**config.mk**
```make
export PLATFORM = sky130hd
export DESIGN_NAME = scma_mac
export DESIGN_NICKNAME = d
export VERILOG_FILES = /design/src/hw/rtl/scma_pkg.sv /design/src/hw/rtl/scma_mac.sv
export SDC_FILE = /design/constraint.sdc
export NUM_CORES = 1
export LEC_CHECK = 0
export ABC_AREA = 1
export BUFFER_PORTS_ARGS = -buffer_cell sky130_fd_sc_hd__buf_2
export CORE_ASPECT_RATIO = 1.5
export CORE_UTILIZATION = 45
export DETAILED_ROUTE_END_ITERATION = 10
export MAX_ROUTING_LAYER = met4
export PLACE_DENSITY = 0.65
export SLEW_MARGIN = 25
export SYNTH_ARGS = -nofsm -noshare
export SYNTH_HDL_FRONTEND = slang
export SYNTH_SLANG_ARGS = --single-unit
```
**constraint.sdc**
```tcl
create_clock -name clock -period 5.7 [get_ports clock]
set_clock_uncertainty 0.05 [all_clocks]
set_input_delay 0.855 -clock clock [delete_from_list [all_inputs] [get_ports clock]]
set_output_delay 0.855 -clock clock [all_outputs]
set_load 0.1 [all_outputs]
```
**src/hw/rtl/scma_pkg.sv**
```systemverilog
// Shared constants and types of the sparse COO matrix-vector accumulate unit.
// Used by the channel interfaces, the multiply-accumulate stage and the top level.
// Depends on nothing.
`timescale 1ns / 1ps

package scma_pkg;

   // Store sizes.
   localparam int NUM_ROWS = 1024;
   localparam int VEC_LEN  = 1024;

   // Address widths of the two stores.
   localparam int ROW_AW = (NUM_ROWS > 1) ? $clog2(NUM_ROWS) : 1;
   localparam int VEC_AW = (VEC_LEN > 1) ? $clog2(VEC_LEN) : 1;

   // Field widths.
   localparam int CMD_W  = 2;
   localparam int IDX_W  = 10;
   localparam int VAL_W  = 16;
   localparam int PROD_W = 2 * VAL_W;
   localparam int ACC_W  = 40;

   // Accumulator limits in Q16.24.
   localparam logic signed [ACC_W-1:0] ACC_MAX = {1'b0, {(ACC_W-1){1'b1}}};
   localparam logic signed [ACC_W-1:0] ACC_MIN = {1'b1, {(ACC_W-1){1'b0}}};

   // Command codes.
   typedef enum logic [CMD_W-1:0] {
      CMD_LOAD_VECTOR = 2'd0,
      CMD_PRELOAD_ROW = 2'd1,
      CMD_ACCUMULATE  = 2'd2,
      CMD_READ_ROW    = 2'd3
   } cmd_type;

endpackage

```
**src/hw/rtl/scma_mac.sv**
```systemverilog
// Multiply-accumulate stage: registered Q8.24 product of Q4.12 operands, then a saturating 40-bit add.
// Depends on scma_pkg.
`timescale 1ns / 1ps

module scma_mac
   import scma_pkg::*;
(
   input  logic                    clock,
   input  logic signed [VAL_W-1:0] vec_value,
   input  logic signed [VAL_W-1:0] weight,
   input  logic signed [ACC_W-1:0] acc_value,
   input  logic                    acc_sat,
   output logic signed [ACC_W-1:0] sum_value,
   output logic                    sum_sat
);

   logic signed [PROD_W-1:0] product_ff;
   logic signed [PROD_W-1:0] product_in;
   logic signed [ACC_W:0]    sum_wide;

   // The product is exact in Q8.24 and registered before the add.
   assign product_in = PROD_W'(vec_value) * PROD_W'(weight);

   always_ff @(posedge clock) begin
      product_ff <= product_in;
   end

   // One guard bit shows overflow; the result clamps and the sticky flag is set.
   always_comb begin
      sum_wide = (ACC_W+1)'(acc_value) + (ACC_W+1)'(product_ff);
      if (sum_wide[ACC_W] != sum_wide[ACC_W-1]) begin
         sum_value = sum_wide[ACC_W] ? ACC_MIN : ACC_MAX;
         sum_sat   = 1'b1;
      end else begin
         sum_value = sum_wide[ACC_W-1:0];
         sum_sat   = acc_sat;
      end
   end

endmodule

```
## Yosys cells after proc, flatten, opt, wreduce, memory -nomap -nowiden

Index checks and enable logic that the tools add are counted.

- Bits in read-only memories: 0
- Latch bits: 0
- Bits in registers: 32
- Memories kept: 0
- Input port bits: 74
- RAM bits: 0

- Mux-type cells: 3
- Eq/ne operators: 1
- Bitwise gates (word level): 0
- Add/subtract/negate cells: 1
- Reduce and logical (&&, ||, !) cells: 0
- Order comparisons: 0
- Div/mod/pow operators: 0
- Shifts and indexed selects: 0
- $mul: 1

Operators with widths:

| kind | number |
|---|---|
| 40-bit two-way mux | 2 |
| 40-bit by 32-bit adder with 41-bit output | 1 |
| 16-bit by 16-bit multiplier with 32-bit output | 1 |
| 1-bit two-way mux | 1 |
| 1-bit != test | 1 |

## Logic depth before layout (Yosys ltp)

- Word-level depth: 3
- Depth in mapped cells: 27

## Worst setup path after synthesis

No wires, ideal clock.

- Kind: in2reg
- From: in weight[5]
- To: reg product_ff[31]
- Buffers on the path: 2
- Arrival: 5858 ps
- Cell stages on the path: 20
- Setup slack: -324 ps
- Cell sequence: clkbuf_1 -> clkbuf_1 -> nand2_1 -> fa_1 -> inv_1 -> fa_1 -> fa_1 -> fa_1 -> fa_1 -> inv_1 -> fa_1 -> inv_1 -> ha_1 -> nand2_1 -> o21ai_0 -> a21oi_1 -> o21ai_0 -> nor2_1 -> nand2_1 -> nand2_1

- Longest elaborated chain between the ends: 1

RTL lines:

| what | line | RTL |
|---|---|---|
| start: declaration | scma_mac.sv:10 | `input logic signed [VAL_W-1:0] weight,` |
| 16-bit by 16-bit multiplier with 32-bit output | scma_mac.sv:22 | `assign product_in = PROD_W'(vec_value) * PROD_W'(weight);` |
| named net product_in[31] | scma_mac.sv:18 | `logic signed [PROD_W-1:0] product_in;` |
| end signal: assignment | scma_mac.sv:25 | `product_ff <= product_in;` |
| end: declaration | scma_mac.sv:17 | `logic signed [PROD_W-1:0] product_ff;` |

The timed path passes the listed nets, and every way through them passes these cells.

## Final worst setup path

- From: in weight[15]
- To: reg product_ff[30]

Same word-level chain as after synthesis.

==> impl_metrics.py <==
metrics = {
    "logic_synthesis": {
        "ys_ff_latch": 32,
        "synth_fp_nets": 2537,
        "async_flop_share_pct": 0,
        "synth_edf_count": 0,
        "synthCells": 2078,
        "synth_area_per_cell_um2": 6.98,
        "yosysSeqAreaShare_pct": 4.42,
        "yosys_warnings": 0,
        "syn_area_um2": 14500,
        "synth-main-ff-cell": "dfxtp_1",
        "ys_types": 36,
    },
    "min_path": {
        "worst_hold_path.num_cells": 4,
        "hp-class": "primary input to flop",
        "min_from": "weight[0]",
        "hold_end": "product_ff[0]$_DFF_P_",
    },
    "sta": {
        "setup_viol": 0,
        "period_share_pct": 97.8,
        "slew_headroom_pct": 56.0,
        "hold_violations": 0,
        "rsz0062_at_grt": "true",
        "fin_tns_setup_ps": 0,
        "fmaxAchievable_mhz": 179,
        "fin_crit_ps": 5570,
        "slew_viol_final": 0,
        "tightestPinTransition_ps": 655,
    },
    "layout": {
        "layout.nets": 2758,
        "final_cell_mix": "nand2_1 (599), inv_1 (529), fa_1 (246)",
        "reg_top3": "product_ff x32",
        "largest_register_ff_count": 32,
        "top_register": "product_ff",
        "antenna_cells": 0,
        "layout_commonest_cell": "nand2_1",
        "drive_gt1_share_pct": 18.7,
        "areaGrowthSynthToFinish_pct": 20.1,
    },
    "clock_tree": {
        "clock-sinks": 32,
        "hold_buffers": 0,
        "cts_buffers": 5,
        "clk_pin_slew_ps": 60,
        "clock_path_buffers": 2,
        "cts-root-buf": "clkbuf_16",
        "h-tree-depth": 2,
        "cts_tree": "done",
    },
    "floorplanning": {
        "die_h_um": 222,
        "dieArea_um2": 33000,
        "io_pins": 115,
        "rows": 80,
        "die_x_um": 149,
        "initial_core_util_pct": 45.7,
        "core_um2": 31700,
    },
    "setup_path": {
        "critical_path_peak_fanout": 6,
        "cp_data_required_time_ps": 5870,
        "worst_ep_arrival_time_ps": 5740,
        "worst_setup_path_end_kind": "flop",
        "crit_type": "primary input to flop",
        "setup.worst_path.start_class": "primary input",
    },
    "outcome": {
        "status": "finished clean",
    },
    "route": {
        "vias_per_cell": 4.91,
        "first_iter_violations": 469,
        "drt-pass1-iter-count": 8,
        "drc": 0,
        "wl_um": 42000,
        "vias": 13304,
        "ant_nets": 0,
        "wl_per_cell_um": 15.5,
    },
    "global_route": {
        "grt_pass1_wl_um": 69100,
        "grt_pass1_vias": 14301,
        "gr-total-overflow": 0,
        "grt_start_max_net_pins": 41,
        "grtUsageTotal_pct": 27.3,
        "antenna_found_initial": 0,
    },
    "place": {
        "gp_congestion": 0.980,
        "port_buffers": 114,
        "dp_hpwl_um": 37600,
    },
    "flow_run": {
        "drv_cap": 0,
    },
}
Yosys cell counts (2+ instances only):
library cell  number  area (um^2)
nand2_1          615         2310
inv_1            540         2030
fa_1             263         5270
ha_1             122         1530
nor2_1           112          420
a21oi_1           77          385
clkbuf_1          57          214
nand3_1           56          280
xor2_1            37          324
o21ai_0           36          180
dfxtp_1           32          641
nand4_1           27          169
nand2_2           17          106
xnor2_1           17          149
nor2_2            10         62.6
o21bai_1          10         75.1
a21o_1             8         60.1
nor3_1             8         40.0
nand3_2            5         50.1
or2_2              5         31.3
buf_6              4         45.0
buf_2              3         15.0
a21boi_0           2         15.0
and2_4             2         17.5
o21a_1             2         15.0
layer usage:
layer / vias up / GRT usage (%) / part of all wire [%]
li1: 6506 / - / -
met1: 6382 / 27.8 / 37
met2: 306 / 52.6 / 55
met3: 110 / 1.38 / 2.9
met4: 0 / 12.0 / 5.2
met5: - / - / 0
kinds of logic (layout without fill, tap and decap cells):
group	Yosys count	after routing	synth area share, %
buffers and inverters	606	828	15.9
DFF	32	32	4.42
and+or+nand+nor	863	863	24.4
adders and majority gates	385	385	46.8
xor gates and xnor gates	54	54	3.26
AOI/OAI and AO/OA	138	138	5.19
worst max-delay path, stage by stage:
cell	delay [ps]
buf_8	80
inv_6	30
buf_12	120
or2_4	250
fa_2	540
inv_2	40
fa_2	520
inv_2	40
fa_2	530
inv_2	40
fa_1	490
fa_1	580
fa_1	460
ha_4	330
nand2_1	100
inv_2	110
nand3_4	110
nor2_4	160
nand3_2	110
nand2_1	100
xor2_1	130
how the worst max path moves through the flow:
stage | start | endpoint | depth (start not counted)
finish | weight[15] | product_ff[30]$_DFF_P_ | 21
global route | vec_value[7] | product_ff[30]$_DFF_P_ | 24
CTS | weight[1] | product_ff[22]$_DFF_P_ | 20
detailed placement | vec_value[9] | product_ff[25]$_DFF_P_ | 19
global placement | vec_value[9] | product_ff[25]$_DFF_P_ | 19
floorplan | weight[5] | product_ff[27]$_DFF_P_ | 20
area by class of cell:
class,instances,area (um^2)
multi-input cells,1440,12000
fillers,3121,14300
clock inverters,3,23.8
repair buffers,280,2040
inverters,540,2030
flip-flops and latches,32,641
clock buffers,5,125
well taps,410,513
per-stage QoR:
stage	worst slack [ps]	util (%)	std cells	hold slack (ps)	area (um^2)
6_report	126	54.9	2710	1050	17400
5_1_grt	-122	54.9	2710	1070	17400
4_1_cts	-30.0	52.8	2696	1050	16800
3_5_place_dp	-451	52.1	2688	1340	16500
3_3_place_gp	-447	52.1	2688	1350	16500
2_1_floorplan	-0.977	-	2078	903	14700
what timing repair did:
item	CTS	global route
buffers inserted	0	14
gates resized for setup	15	157
setup endpoints to repair	11	21
pin swaps	2	54
Power is left out: the tool's default activity adds up to more than one toggle a clock period on the data nets, which glitch-free logic cannot reach.
